File: src/rtl/core/longest_alternating_subsequence_assert.svh
// Assertion macros shared by the alternating subsequence block
`ifndef LONGEST_ALTERNATING_SUBSEQUENCE_ASSERT_SVH
`define LONGEST_ALTERNATING_SUBSEQUENCE_ASSERT_SVH
`ifndef NO_ASSERTIONS
`define LAS_ASSERT_SAME(lbl, ante, cons) \
    lbl: assert property (@(posedge i_clk) disable iff (!i_rst_n) (ante) |-> (cons)) \
        else $error("las assertion failed");
`define LAS_ASSERT_NEXT(lbl, ante, cons) \
    lbl: assert property (@(posedge i_clk) disable iff (!i_rst_n) (ante) |=> (cons)) \
        else $error("las assertion failed");
`else
`define LAS_ASSERT_SAME(lbl, ante, cons)
`define LAS_ASSERT_NEXT(lbl, ante, cons)
`endif
`endif

File: src/rtl/core/las_pkg.sv
// Types, constants and controller commands of the alternating subsequence block
package las_pkg;

    localparam int MAX_LEN_DEF     = 64;
    localparam int VALUE_WIDTH_DEF = 32;

    localparam logic [1:0] DIR_EITHER = 2'd0;
    localparam logic [1:0] DIR_UP     = 2'd1;
    localparam logic [1:0] DIR_DOWN   = 2'd2;

    typedef logic [4:0] t_op;

    localparam t_op OP_NONE  = 5'd0;
    localparam t_op OP_LOAD  = 5'd1;
    localparam t_op OP_INIT  = 5'd2;
    localparam t_op OP_IRD   = 5'd3;
    localparam t_op OP_ILAT  = 5'd4;
    localparam t_op OP_JRD   = 5'd5;
    localparam t_op OP_JEV   = 5'd6;
    localparam t_op OP_WRD   = 5'd7;
    localparam t_op OP_WEV   = 5'd8;
    localparam t_op OP_CEV   = 5'd9;
    localparam t_op OP_IWB   = 5'd10;
    localparam t_op OP_SINIT = 5'd11;
    localparam t_op OP_SRD   = 5'd12;
    localparam t_op OP_SEV   = 5'd13;
    localparam t_op OP_FINIT = 5'd14;
    localparam t_op OP_FRD   = 5'd15;
    localparam t_op OP_FEV   = 5'd16;
    localparam t_op OP_ERD   = 5'd17;
    localparam t_op OP_EVR   = 5'd18;
    localparam t_op OP_EOUT  = 5'd19;

    typedef struct packed {
        logic signed [31:0] sample_value;
        logic               is_last;
    } t_in;

    typedef struct packed {
        logic signed [31:0] chosen_value;
        logic [5:0]         chosen_index;
        logic               end_of_run;
        logic               overflow;
    } t_out;

    typedef struct packed {
        logic n_one;
        logic tie;
        logic j_last;
        logic i_last;
        logic walk_done;
        logic sel_hit;
        logic have;
        logic fill_done;
        logic emit_last;
    } t_stat;

endpackage

File: src/rtl/core/longest_alternating_subsequence.sv
// Top level of the longest alternating subsequence block
// Usage:
//   Input items (i_item: sample_value, is_last) are taken at a rising edge with
//   start high and busy low. Items are stored one per cycle; busy stays low
//   while loading. Up to MAX_LEN values are kept; later ones are dropped and
//   the overflow field of every result of that sequence reads 1.
//   An item with is_last set raises busy and starts the run over the stored
//   n values. The run reads each value i, then reads and evaluates every
//   j below i, walking both chains back when two chains tie in length;
//   it then selects over the n ends (plus tie walks), rebuilds the chosen
//   chain of length L, and emits each result with an index read, a value
//   read and an output step. The chain store has one read port per walker.
//   Results appear on o_result with o_strobe high for exactly one cycle each,
//   first element first, end_of_run on the last. The receiver cannot stall.
//   busy drops in the cycle that shows the final result.
//   Reset (synchronous, active low) empties the store and clears the flag.
module longest_alternating_subsequence import las_pkg::*; #(
    parameter int MAX_LEN     = MAX_LEN_DEF,
    parameter int VALUE_WIDTH = VALUE_WIDTH_DEF
) (
    input  logic i_clk,
    input  logic i_rst_n,
    input  logic start,
    output logic busy,
    input  t_in  i_item,
    output t_out o_result,
    output logic o_strobe
);
    t_op   op;
    t_stat stat;

    las_ctrl u_ctrl (
        .i_clk     (i_clk),
        .i_rst_n   (i_rst_n),
        .i_start   (start),
        .i_is_last (i_item.is_last),
        .i_stat    (stat),
        .o_op      (op),
        .o_busy    (busy)
    );

    las_dp #(.MAX_LEN(MAX_LEN), .VALUE_WIDTH(VALUE_WIDTH)) u_dp (
        .i_clk    (i_clk),
        .i_rst_n  (i_rst_n),
        .i_op     (op),
        .i_sample (i_item.sample_value),
        .o_stat   (stat),
        .o_result (o_result),
        .o_strobe (o_strobe)
    );
endmodule

File: src/rtl/core/las_ram.sv
// Generic single write, single read RAM with registered read data
module las_ram #(
    parameter int W = 8,
    parameter int D = 64,
    localparam int AW = $clog2(D)
) (
    input  logic          i_clk,
    input  logic          i_we,
    input  logic [AW-1:0] i_waddr,
    input  logic [W-1:0]  i_wdata,
    input  logic [AW-1:0] i_raddr,
    output logic [W-1:0]  o_rdata
);
    logic [W-1:0] r_mem [D];
    logic [W-1:0] r_rdata;

    always_ff @(posedge i_clk) begin
        if (i_we) begin
            r_mem[i_waddr] <= i_wdata;
        end
        r_rdata <= r_mem[i_raddr];
    end

    assign o_rdata = r_rdata;
endmodule

File: src/rtl/core/las_ctrl.sv
// Sequencer: load, dynamic program, selection, chain fill and emit phases
`include "longest_alternating_subsequence_assert.svh"
module las_ctrl import las_pkg::*; (
    input  logic  i_clk,
    input  logic  i_rst_n,
    input  logic  i_start,
    input  logic  i_is_last,
    input  t_stat i_stat,
    output t_op   o_op,
    output logic  o_busy
);
    localparam logic [4:0] S_IDLE  = 5'd0;
    localparam logic [4:0] S_INIT  = 5'd1;
    localparam logic [4:0] S_IRD   = 5'd2;
    localparam logic [4:0] S_ILAT  = 5'd3;
    localparam logic [4:0] S_JRD   = 5'd4;
    localparam logic [4:0] S_JEV   = 5'd5;
    localparam logic [4:0] S_WRD   = 5'd6;
    localparam logic [4:0] S_WEV   = 5'd7;
    localparam logic [4:0] S_IWB   = 5'd8;
    localparam logic [4:0] S_SINIT = 5'd9;
    localparam logic [4:0] S_SRD   = 5'd10;
    localparam logic [4:0] S_SEV   = 5'd11;
    localparam logic [4:0] S_CRD   = 5'd12;
    localparam logic [4:0] S_CEV   = 5'd13;
    localparam logic [4:0] S_FINIT = 5'd14;
    localparam logic [4:0] S_FRD   = 5'd15;
    localparam logic [4:0] S_FEV   = 5'd16;
    localparam logic [4:0] S_ERD   = 5'd17;
    localparam logic [4:0] S_EVR   = 5'd18;
    localparam logic [4:0] S_EOUT  = 5'd19;

    logic [4:0] r_state;
    logic [4:0] n_state;

    always_ff @(posedge i_clk) begin
        if (!i_rst_n) begin
            r_state <= S_IDLE;
        end else begin
            r_state <= n_state;
        end
    end

    always_comb begin
        n_state = r_state;
        o_op    = OP_NONE;
        unique case (r_state)
            S_IDLE: begin
                if (i_start) begin
                    o_op = OP_LOAD;
                    if (i_is_last) begin
                        n_state = S_INIT;
                    end
                end
            end
            S_INIT: begin
                o_op    = OP_INIT;
                n_state = i_stat.n_one ? S_SINIT : S_IRD;
            end
            S_IRD: begin
                o_op    = OP_IRD;
                n_state = S_ILAT;
            end
            S_ILAT: begin
                o_op    = OP_ILAT;
                n_state = S_JRD;
            end
            S_JRD: begin
                o_op    = OP_JRD;
                n_state = S_JEV;
            end
            S_JEV: begin
                o_op = OP_JEV;
                if (i_stat.tie) begin
                    n_state = S_WRD;
                end else begin
                    n_state = i_stat.j_last ? S_IWB : S_JRD;
                end
            end
            S_WRD: begin
                o_op    = OP_WRD;
                n_state = S_WEV;
            end
            S_WEV: begin
                o_op = OP_WEV;
                if (i_stat.walk_done) begin
                    n_state = i_stat.j_last ? S_IWB : S_JRD;
                end else begin
                    n_state = S_WRD;
                end
            end
            S_IWB: begin
                o_op    = OP_IWB;
                n_state = i_stat.i_last ? S_SINIT : S_IRD;
            end
            S_SINIT: begin
                o_op    = OP_SINIT;
                n_state = S_SRD;
            end
            S_SRD: begin
                o_op    = OP_SRD;
                n_state = S_SEV;
            end
            S_SEV: begin
                o_op = OP_SEV;
                if (i_stat.sel_hit && i_stat.have) begin
                    n_state = S_CRD;
                end else begin
                    n_state = i_stat.i_last ? S_FINIT : S_SRD;
                end
            end
            S_CRD: begin
                o_op    = OP_WRD;
                n_state = S_CEV;
            end
            S_CEV: begin
                o_op = OP_CEV;
                if (i_stat.walk_done) begin
                    n_state = i_stat.i_last ? S_FINIT : S_SRD;
                end else begin
                    n_state = S_CRD;
                end
            end
            S_FINIT: begin
                o_op    = OP_FINIT;
                n_state = S_FRD;
            end
            S_FRD: begin
                o_op    = OP_FRD;
                n_state = S_FEV;
            end
            S_FEV: begin
                o_op    = OP_FEV;
                n_state = i_stat.fill_done ? S_ERD : S_FRD;
            end
            S_ERD: begin
                o_op    = OP_ERD;
                n_state = S_EVR;
            end
            S_EVR: begin
                o_op    = OP_EVR;
                n_state = S_EOUT;
            end
            S_EOUT: begin
                o_op    = OP_EOUT;
                n_state = i_stat.emit_last ? S_IDLE : S_ERD;
            end
            default: begin
                n_state = S_IDLE;
            end
        endcase
    end

    assign o_busy = (r_state != S_IDLE);

    `LAS_ASSERT_NEXT(a_last_starts_run, r_state == S_IDLE && i_start && i_is_last, r_state == S_INIT)
    `LAS_ASSERT_NEXT(a_walk_loops, r_state == S_WEV && !i_stat.walk_done, r_state == S_WRD)
    `LAS_ASSERT_NEXT(a_emit_ends, r_state == S_EOUT && i_stat.emit_last, r_state == S_IDLE)
endmodule

File: src/rtl/core/las_dp.sv
// Datapath: value and chain stores, chain walker, counters and result register
`include "longest_alternating_subsequence_assert.svh"
module las_dp import las_pkg::*; #(
    parameter int MAX_LEN     = MAX_LEN_DEF,
    parameter int VALUE_WIDTH = VALUE_WIDTH_DEF
) (
    input  logic        i_clk,
    input  logic        i_rst_n,
    input  t_op         i_op,
    input  logic [31:0] i_sample,
    output t_stat       o_stat,
    output t_out        o_result,
    output logic        o_strobe
);
    localparam int IW = $clog2(MAX_LEN);
    localparam int CW = $clog2(MAX_LEN + 1);
    localparam int LW = CW;
    localparam int NW = LW + IW + 3;
    localparam int VW = VALUE_WIDTH;

    logic [CW-1:0] r_cnt;
    logic          r_drop;
    logic          r_strobe;
    t_out          r_out;

    logic [IW-1:0] r_i;
    logic [IW-1:0] r_j;
    logic signed [VW-1:0] r_vi;
    logic [LW-1:0] r_cur_len;
    logic [IW-1:0] r_cur_pred;
    logic          r_cur_hp;
    logic [1:0]    r_cur_dir;
    logic [1:0]    r_tdir;
    logic [LW-1:0] r_best_len;
    logic [IW-1:0] r_best_idx;
    logic          r_have;
    logic [IW-1:0] r_wa;
    logic [IW-1:0] r_wb;
    logic          r_bless;
    logic [IW-1:0] r_pos;
    logic [IW-1:0] r_k;
    logic [IW-1:0] r_eidx;

    logic          val_we;
    logic [IW-1:0] val_raddr;
    logic [VW-1:0] val_wdata;
    logic [VW-1:0] val_rdata;
    logic          node_we;
    logic [IW-1:0] node_waddr;
    logic [NW-1:0] node_wdata;
    logic [IW-1:0] a_raddr;
    logic [NW-1:0] a_rdata;
    logic [NW-1:0] b_rdata;
    logic [IW-1:0] idx_rdata;

    logic [VW+31:0] in_ext;
    logic [VW+31:0] out_ext;
    logic [IW+5:0]  idx_ext;

    logic [LW-1:0] a_len;
    logic [IW-1:0] a_pred;
    logic          a_hp;
    logic [1:0]    a_dir;
    logic [IW-1:0] b_pred;
    logic signed [VW-1:0] vj;
    logic          lt;
    logic          gt;
    logic          ext;
    logic [1:0]    tdir;
    logic [LW-1:0] cand;
    logic          grow;
    logic          tie;
    logic          room;
    logic          walk_done;
    logic          less_final;
    logic          i_last;
    logic          j_last;
    logic          emit_last;

    assign in_ext  = {{VW{1'b0}}, i_sample};
    assign out_ext = {32'd0, val_rdata};
    assign idx_ext = {6'd0, r_eidx};

    assign a_len  = a_rdata[NW-1 -: LW];
    assign a_pred = a_rdata[IW+2 -: IW];
    assign a_hp   = a_rdata[2];
    assign a_dir  = a_rdata[1:0];
    assign b_pred = b_rdata[IW+2 -: IW];
    assign vj     = val_rdata;

    // strict compares: equal values never extend each other
    assign lt   = (r_vi < vj);
    assign gt   = (vj < r_vi);
    assign ext  = (lt && a_dir != DIR_UP) || (gt && a_dir != DIR_DOWN);
    assign tdir = lt ? DIR_UP : DIR_DOWN;
    assign cand = a_len + LW'(1);
    assign grow = ext && (r_cur_len < cand);
    assign tie  = ext && (r_cur_len == cand);

    assign room      = (r_cnt < CW'(MAX_LEN));
    assign i_last    = ((CW'(r_i) + CW'(1)) == r_cnt);
    assign j_last    = ((r_j + IW'(1)) == r_i);
    assign emit_last = ((LW'(r_k) + LW'(1)) == r_best_len);

    // walking back in lockstep, the last difference seen is the first one from the front
    assign walk_done  = !a_hp || (r_wa == r_wb);
    assign less_final = (r_wa != r_wb) ? (r_wb < r_wa) : r_bless;

    always_comb begin
        unique case (i_op)
            OP_IRD:  val_raddr = r_i;
            OP_EVR:  val_raddr = idx_rdata;
            default: val_raddr = r_j;
        endcase
        unique case (i_op)
            OP_JRD:  a_raddr = r_j;
            OP_SRD:  a_raddr = r_i;
            default: a_raddr = r_wa;
        endcase
    end

    assign val_we     = (i_op == OP_LOAD) && room;
    assign val_wdata  = in_ext[VW-1:0];
    assign node_we    = (i_op == OP_INIT) || (i_op == OP_IWB);
    assign node_waddr = (i_op == OP_INIT) ? '0 : r_i;
    assign node_wdata = (i_op == OP_INIT) ? {LW'(1), IW'(0), 1'b0, DIR_EITHER}
                                          : {r_cur_len, r_cur_pred, r_cur_hp, r_cur_dir};

    las_ram #(.W(VW), .D(MAX_LEN)) u_val_ram (
        .i_clk   (i_clk),
        .i_we    (val_we),
        .i_waddr (r_cnt[IW-1:0]),
        .i_wdata (val_wdata),
        .i_raddr (val_raddr),
        .o_rdata (val_rdata)
    );

    las_ram #(.W(NW), .D(MAX_LEN)) u_node_ram_a (
        .i_clk   (i_clk),
        .i_we    (node_we),
        .i_waddr (node_waddr),
        .i_wdata (node_wdata),
        .i_raddr (a_raddr),
        .o_rdata (a_rdata)
    );

    las_ram #(.W(NW), .D(MAX_LEN)) u_node_ram_b (
        .i_clk   (i_clk),
        .i_we    (node_we),
        .i_waddr (node_waddr),
        .i_wdata (node_wdata),
        .i_raddr (r_wb),
        .o_rdata (b_rdata)
    );

    las_ram #(.W(IW), .D(MAX_LEN)) u_idx_ram (
        .i_clk   (i_clk),
        .i_we    (i_op == OP_FEV),
        .i_waddr (r_pos),
        .i_wdata (r_wa),
        .i_raddr (r_k),
        .o_rdata (idx_rdata)
    );

    always_ff @(posedge i_clk) begin
        if (!i_rst_n) begin
            r_cnt    <= '0;
            r_drop   <= 1'b0;
            r_strobe <= 1'b0;
        end else begin
            r_strobe <= (i_op == OP_EOUT);
            if (i_op == OP_LOAD) begin
                if (room) begin
                    r_cnt <= r_cnt + CW'(1);
                end else begin
                    r_drop <= 1'b1;
                end
            end else if (i_op == OP_EOUT && emit_last) begin
                r_cnt  <= '0;
                r_drop <= 1'b0;
            end
        end
    end

    always_ff @(posedge i_clk) begin
        unique case (i_op)
            OP_INIT: begin
                r_best_len <= LW'(1);
                r_i        <= IW'(1);
            end
            OP_ILAT: begin
                r_vi       <= val_rdata;
                r_cur_len  <= LW'(1);
                r_cur_pred <= '0;
                r_cur_hp   <= 1'b0;
                r_cur_dir  <= DIR_EITHER;
                r_j        <= '0;
            end
            OP_JEV: begin
                r_tdir <= tdir;
                if (grow) begin
                    r_cur_len  <= cand;
                    r_cur_pred <= r_j;
                    r_cur_hp   <= 1'b1;
                    r_cur_dir  <= tdir;
                end
                if (tie) begin
                    r_wa    <= r_cur_pred;
                    r_wb    <= r_j;
                    r_bless <= 1'b0;
                end else begin
                    r_j <= r_j + IW'(1);
                end
            end
            OP_WEV, OP_CEV: begin
                if (r_wa != r_wb) begin
                    r_bless <= (r_wb < r_wa);
                end
                if (walk_done) begin
                    if (i_op == OP_WEV) begin
                        if (less_final) begin
                            r_cur_pred <= r_j;
                            r_cur_dir  <= r_tdir;
                        end
                        r_j <= r_j + IW'(1);
                    end else begin
                        if (less_final) begin
                            r_best_idx <= r_i;
                        end
                        r_i <= r_i + IW'(1);
                    end
                end else begin
                    r_wa <= a_pred;
                    r_wb <= b_pred;
                end
            end
            OP_IWB: begin
                if (r_cur_len > r_best_len) begin
                    r_best_len <= r_cur_len;
                end
                r_i <= r_i + IW'(1);
            end
            OP_SINIT: begin
                r_i    <= '0;
                r_have <= 1'b0;
            end
            OP_SEV: begin
                if (a_len == r_best_len && r_have) begin
                    r_wa    <= r_best_idx;
                    r_wb    <= r_i;
                    r_bless <= 1'b0;
                end else begin
                    if (a_len == r_best_len) begin
                        r_best_idx <= r_i;
                        r_have     <= 1'b1;
                    end
                    r_i <= r_i + IW'(1);
                end
            end
            OP_FINIT: begin
                r_wa  <= r_best_idx;
                r_pos <= IW'(r_best_len - LW'(1));
                r_k   <= '0;
            end
            OP_FEV: begin
                if (a_hp) begin
                    r_wa  <= a_pred;
                    r_pos <= r_pos - IW'(1);
                end
            end
            OP_EVR: begin
                r_eidx <= idx_rdata;
            end
            OP_EOUT: begin
                r_out.chosen_value <= out_ext[31:0];
                r_out.chosen_index <= idx_ext[5:0];
                r_out.end_of_run   <= emit_last;
                r_out.overflow     <= r_drop;
                r_k                <= r_k + IW'(1);
            end
            default: begin
            end
        endcase
    end

    assign o_stat.n_one     = (r_cnt == CW'(1));
    assign o_stat.tie       = tie;
    assign o_stat.j_last    = j_last;
    assign o_stat.i_last    = i_last;
    assign o_stat.walk_done = walk_done;
    assign o_stat.sel_hit   = (a_len == r_best_len);
    assign o_stat.have      = r_have;
    assign o_stat.fill_done = !a_hp;
    assign o_stat.emit_last = emit_last;

    assign o_result = r_out;
    assign o_strobe = r_strobe;

    `LAS_ASSERT_NEXT(a_strobe_gap, r_strobe, !r_strobe)
    `LAS_ASSERT_SAME(a_cnt_bound, 1'b1, r_cnt <= CW'(MAX_LEN))
    `LAS_ASSERT_NEXT(a_full_drops, i_op == OP_LOAD && !room, r_drop)
endmodule
File: config.mk
export PLATFORM = sky130hd
export DESIGN_NAME = longest_alternating_subsequence
export DESIGN_NICKNAME = d
export VERILOG_FILES = /design/src/rtl/core/las_pkg.sv /design/src/rtl/core/longest_alternating_subsequence.sv /design/src/rtl/core/las_ram.sv /design/src/rtl/core/las_ctrl.sv /design/src/rtl/core/las_dp.sv
export VERILOG_INCLUDE_DIRS = /design/src /design/src/rtl/core
export SDC_FILE = /design/constraint.sdc
export NUM_CORES = 2
export LEC_CHECK = 0
export BUFFER_PORTS_ARGS = -buffer_cell sky130_fd_sc_hd__buf_2
export CORE_MARGIN = 2
export CORE_UTILIZATION = 35
export DETAILED_ROUTE_END_ITERATION = 10
export PLACE_DENSITY = 0.6
export SLEW_MARGIN = 20
export SYNTH_ARGS = -nofsm -noshare
export SYNTH_HDL_FRONTEND = slang
export SYNTH_MEMORY_MAX_BITS = 65536
export SYNTH_SLANG_ARGS = --single-unit
File: constraint.sdc
create_clock -name i_clk -period 5.3 [get_ports i_clk]
set_clock_uncertainty 0.15 [all_clocks]
set_input_delay 0.53 -clock i_clk [delete_from_list [all_inputs] [get_ports i_clk]]
set_output_delay 0.53 -clock i_clk [all_outputs]
set_load 0.01 [all_outputs]
[Word level (Yosys, flattened, before mapping)]
Memories as Yosys holds them, arrays and structs flattened. A register that Yosys moved wholly into a read port is not among the register bits.
Cells that the tools add are included.
Widths: inputs -> output; s select.
Storage, ports and cells
  bits in registers: 161
  RAM bits: 4480
  input bits: 36
  output and inout bits: 42
  logic and storage cells: 227
  memories kept: 4
Memory list
  u_dp.u_val_ram.r_mem: depth 64, width 32, rd ports 1, clocked after Yosys merged registers in 1, write ports 1, line las_ram.sv:14  | logic [W-1:0] r_mem [D];
  u_dp.u_node_ram_a.r_mem: depth 64, width 16, rd ports 1, clocked after Yosys merged registers in 1, write ports 1, line las_ram.sv:14
  u_dp.u_node_ram_b.r_mem: depth 64, width 16, rd ports 1, clocked after Yosys merged registers in 1, write ports 1, line las_ram.sv:14
  u_dp.u_idx_ram.r_mem: depth 64, width 6, rd ports 1, clocked after Yosys merged registers in 1, write ports 1, line las_ram.sv:14
Operators by class
  $add $sub $neg: 9
  order comparisons: 6
  eq/ne operators: 62
  mux-type cells: 81
  reductions and logical operators: 40
Operators with widths (number)
  $mux 6: 24
  $pmux 5 s20: 1
  $pmux 5 s19: 1
  $eq 5x4->1 const B: 15
  $lt 32x32->1: 2
  $pmux 6 s2: 5
  $pmux 6 s5: 2
  $pmux 6 s3: 3
  $mux 5: 8
  $eq 5x3->1 const B: 7
  $eq 5x5->1 const B: 7
  $mux 7: 5
  $eq 7x7->1: 4
  $pmux 7 s2: 2
  $ne 2x2->1 const B: 11
  $eq 5x2->1 const B: 4
  $add 6x1->6 const B: 3
  $mux 1: 16
  $mux 16: 1
  $ne 2x1->1 const B: 8
  $reduce_bool 5->1: 3
  $add 6x1->7 const B: 2
  $add 7x1->7 const B: 2
  $reduce_bool 2->1: 7
  other kinds (26): 55

[Depth between registers and ports, before layout]
  depth in word-level cells: 7
  gate-level depth with buffers: 15
  gate-level depth less buffers: 12

[By module]
A second synthesis with hierarchy kept.
Second synthesis, totals
  cell total of the unflattened synthesis: 8514
  area, all modules: 182608.9 um2
By module, submodules not included
  las_ram (u_dp.u_node_ram_a ...): times used 2, cells an instance 1829, area an instance 40042.2 um2, sequential area each 31069.8 um2
  las_ram (u_dp.u_val_ram): times used 1, cells an instance 3324, area an instance 78515.3 um2, sequential area each 62139.6 um2
  las_ram (u_dp.u_idx_ram): times used 1, cells an instance 719, area an instance 15222.1 um2, sequential area each 11651.2 um2
  las_dp: times used 1, cells an instance 719, area an instance 8145.3 um2, sequential area each 4594.4 um2
  las_ctrl: times used 1, cells an instance 94, area an instance 641.9 um2, sequential area each 100.1 um2

[Least setup slack after synthesis]
Ideal clock, no wire load.
  path kind: reg2reg
  from: register u_ctrl.r_state[2]
  to: memory u_dp.u_val_ram.r_mem[47][0] (netlist name), enable pin
  library setup time: 0.421 ns
  arrival time: 3.244 ns
  data required time: 4.729 ns
  setup slack: 1.484 ns
  cell stages (with the launch flop): 10
  buffers on the path: 2
  period minus slack after synthesis: 3.816 ns
  cell sequence: dfxtp_1 buf_2 or2_2 nor3_1 nand2_1 nor2_1 and2_1 nand3_1 clkbuf_1 nor2_1
On the way
  longest elaborated chain between the ends: 7
  elaborated cells between the ends (all ways): 26
  those cells by class: 20 x eq/ne; 3 x mux; 3 x reduce/logical
Ends and longest elaborated chain
  start, declared: line las_ctrl.sv:33  | logic [4:0] r_state;
  start signal, assigned: line las_ctrl.sv:40  | r_state <= n_state;
  $eq 5x3->1 or $eq 5x4->1 (tied branches): line las_ctrl.sv:47  | unique case (r_state)
  $reduce_or 2->1 (no source line)
  $pmux 5 s19 (*): line las_ctrl.sv:47
  $eq 5x1->1 (*): line las_dp.sv:122  | assign val_we = (i_op == OP_LOAD) && room;
  $logic_and 1x1->1 (*): line las_dp.sv:122
  $mux 1 (*): line las_ram.sv:18  | if (i_we) begin
  $mux 1 (implied by the code) (*): line las_ram.sv:19  | r_mem[i_waddr] <= i_wdata;
  end, declared: line las_ram.sv:14
Every way passes the cells marked *; elsewhere a longest branch is shown, timed or not.

[Final worst setup path]
  from: register u_ctrl.r_state[3]
  to: register u_dp.u_val_ram.r_rdata[26], in the netlist u_dp.u_val_ram.o_rdata[26], read port of u_dp.u_val_ram.r_mem
On the way
  longest elaborated chain between the ends: 5
  elaborated cells between the ends (all ways): 25
  those cells by class: 21 x eq/ne; 2 x mux; 2 x reduce/logical
Ends and longest elaborated chain
  $eq 5x3->1 or $eq 5x4->1 (tied branches): line las_ctrl.sv:47
  $reduce_or 2->1 (no source line)
  $pmux 5 s19 (*): line las_ctrl.sv:47
  $eq 5x5->1 or $eq 5x2->1 (tied branches): line las_dp.sv:110  | unique case (i_op)
  $pmux 6 s2 (*): line las_dp.sv:110
  end, declared: line las_ram.sv:15  | logic [W-1:0] r_rdata;
Marks and branches as above.
A chain may end at the register's enable or synchronous reset.

==> results_dict.tcl <==
set metrics [dict create \
    first_iter_violations 9666 \
    status "finished clean" \
    power_density_mw_per_mm2 364 \
    die_x_um 648 \
    cts_resized 0 \
    viasPerCell 5.50 \
    ir_drop_v 0.000259 \
    dp_cells 12800 \
    synth_common_cells "3603 x edfxtp_1, 970 x mux4_2, 758 x nand2_1" \
    fmax_ghz 0.196 \
    grt_pass1_wl_mm 551 \
    ys_top_cells_by_area "edfxtp_1 74%, mux4_2 15%, nand2_1 2.0%" \
    drv_slew 0 \
    ys_types 64 \
    core_area_mm2 0.413 \
    wl_mm 387 \
    postCtsSetupBuffers 0 \
    start_util 0.352 \
    cp-end-kind "flip-flop" \
    yosysTopAreaCell "edfxtp_1" \
    pin_count 78 \
    max_stage_delay_ns 0.88 \
    crit_type "flip-flop to flip-flop" \
    cts-root-buf "clkbuf_16" \
    numCtsBuffers 375 \
    postSynthAreaPerCell_um2 19.9 \
    cp_common_cell "buf_4" \
    nets 7816 \
    worstPathRequired_ns 5.97 \
    max_cap_violations 0 \
    path_cells "nor4b_4, buf_4, a21o_4, buf_4, mux2i_1, a2111oi_2, o211ai_1, o2111ai_1" \
    critPathArrivalTime_ns 5.76 \
    hold_viol_final 0 \
    synthCells 7288 \
    layout.cells.non_filler 13500 \
    cts_tree "done" \
    fin_setup_tns_ns 0 \
    clkSinkCount 3677 \
    synth_top_family_by_area "multiplexers" \
    finalSetupViolCount 0 \
    portBuffers 77 \
    synth_top_area_share 0.745 \
    synth_seq_cells 3677 \
    antenna_found_initial 19 \
    cp-start-kind "flip-flop" \
    gp_congestion 0.855 \
    critPathBufInv 2 \
    die-area_mm2 0.420 \
    cp_max_fo 57 \
    yosysSeqAreaShare 0.755 \
    synthAdderAreaFrac 0.00508 \
    synth-main-ff-cell "edfxtp_1" \
    synth_edf_count 3603 \
    cp_slowest_cell "a2111oi_2" \
    yosys-mux-area-fraction 0.154 \
    clk_path_buf_depth 4 \
    hold_class "input port to flip-flop" \
    track_usage 0.181 \
    synth.net_count 7383 \
    first_pass_iters 6 \
    ant_nets 0 \
    max_slew_margin 0.213 \
    grt_pass1_vias 74800 \
    synth_xor_area_frac 0.00332 \
    grt_max_degree 98 \
    num_rows 236 \
    yosys.area_share.simple 0.0412 \
    routedWlPerCell_um 28.7 \
    p_leak_nw 53.5 \
    drt_drc_violations_left 0 \
    htree_levels 5 \
    async_reset_ff_frac 0 \
    rsz0062_at_grt "no" \
    dp_hpwl_mm 224 \
    synth_compound_area_frac 0.0269 \
    worst_pin_slew_ns 1.18 \
    period_share 0.960 \
    cp_top_family "compound AO/OA/AOI/OAI gates" \
    clk_latency_ns 0.96 \
    area_growth_pct 15.2 \
    syn_area_mm2 0.145 \
    period_minus_slack_ns 5.09 \
    die_y_um 648 \
    synth.most_common_cell "edfxtp_1" \
    yosysWarningCount 0 \
    gr-total-overflow 0 \
    drive_gt1_frac 0.268 \
    vias 74400 \
    cts.clk_slew.worst_paths_ns 0.06 \
]
stage by stage:
stage | util | total power [mW] | instance area [um^2] | setup WS [ns] | hold slack (ns)
finish | 0.405 | 61.0 | 167000 | 0.209 | 0.0965
detailed placement | 0.375 | 35.3 | 155000 | 0.305 | 0.300
global placement | 0.375 | 35.2 | 155000 | -0.631 | 0.292
floorplan | - | 33.9 | 145000 | 1.48 | 0.250
global route | 0.405 | 62.6 | 167000 | 0.0982 | 0.116
CTS | 0.405 | 61.4 | 167000 | 0.292 | 0.0953
cell usage in the layout (no fill, tap or decap), types with 51 or more instances in the layout:
master / n
mux2i_1: 51
buf_2: 81
mux4_2: 970
clkbuf_16: 383
o211ai_1: 51
clkbuf_1: 89
buf_4: 342
ha_1: 59
a21oi_1: 244
edfxtp_1: 3603
inv_1: 61
clkinv_1: 61
nor2_1: 171
nor2_4: 67
a22oi_1: 145
dfxtp_1: 74
clkinv_2: 66
nand3_1: 190
nand2_1: 757
sequential cells by signal, summed over array words and instances (netlist names), 6 cells and up:
signal                     flops
u_dp.r_vi                     32
u_dp.r_cnt                     7
u_dp.r_best_len                7
u_dp.o_result                 40
u_dp.r_wa                      6
u_dp.r_best_idx                6
u_dp.u_idx_ram.r_mem         384
u_dp.u_node_ram_b.r_mem     1024
u_dp.u_node_ram_b.o_rdata      6
u_dp.r_eidx                    6
u_dp.r_k                       6
u_dp.r_cur_len                 7
u_dp.r_i                       6
u_dp.u_val_ram.o_rdata        32
u_dp.r_pos                     6
u_dp.r_j                       6
u_dp.u_idx_ram.o_rdata         6
u_dp.r_cur_pred                6
u_dp.u_val_ram.r_mem        2048
u_dp.u_node_ram_a.o_rdata     16
u_dp.r_wb                      6
power by group:
| part | switching, mW | internal, mW | total, mW |
|---|---|---|---|
| clock network | 11.2 | 15.2 | 26.3 |
| registers | 0.132 | 32.0 | 32.1 |
| logic | 1.74 | 0.817 | 2.55 |
| total | 13.0 | 48.0 | 61.0 |
final timing paths:
| check | depth (start not counted) | slack [ns] | startpoint | endpoint |
|---|---|---|---|---|
| max | 8 | 0.21 | u_ctrl.r_state[3] | u_dp.u_val_ram.o_rdata[26] |
| min | 2 | 0.1 | i_item[25] | u_dp.u_val_ram.r_mem[32][24] |
| max reg2reg | 8 | 0.21 | u_ctrl.r_state[3] | u_dp.u_val_ram.o_rdata[26] |
| min reg2reg | 0 | 0.30 | u_dp.u_val_ram.o_rdata[29] | u_dp.o_result[37] |
worst reg2reg max path: stages (launching register included):
cell and delay [ns]:
dfxtp_1 0.52, nor4b_4 0.74, buf_4 0.33, a21o_4 0.69, buf_4 0.64, mux2i_1 0.24, a2111oi_2 0.88, o211ai_1 0.52
o2111ai_1 0.30
layout make-up:
| cell class | instances | area (um^2) |
|---|---|---|
| Clock inverter | 195 | 1990 |
| Tap cell | 5474 | 6850 |
| Sequential cell | 3677 | 110000 |
| Antenna cell | 10 | 25.0 |
| Clock buffer | 500 | 10300 |
| Multi-Input combinational cell | 3131 | 34400 |
| Fill cell | 36000 | 246000 |
| Timing Repair Buffer | 473 | 3950 |
| Inverter | 63 | 236 |
routing by layer:
metal	track usage	vias up	routed length (um)
li1	-	30700	-
met1	0.245	39600	154000
met2	0.298	3402	188000
met3	0.0287	631	30900
met4	0.0600	0	14300
met5	0	-	0
what timing repair did:
| action | CTS | global route |
|---|---|---|
| hold buffers | 2 | 0 |
| hold endpoints to repair | 14 | 0 |
| setup endpoints to repair | 0 | 0 |
cells by family (layout without fill, tap and decap cells):
| group | count (synthesis) | after routing |
|---|---|---|
| DFF | 3677 | 3677 |
| and+or+nand+nor | 1394 | 1394 |
| muxes | 1022 | 1022 |
| AOI/OAI and AO/OA | 601 | 601 |
| buffers and inverters | 480 | 1231 |
| adders and majority gates | 59 | 59 |
| xor gates and xnor gates | 55 | 55 |
| other | 0 | 10 |
Note: power is estimated with default switching activity, not from simulation.
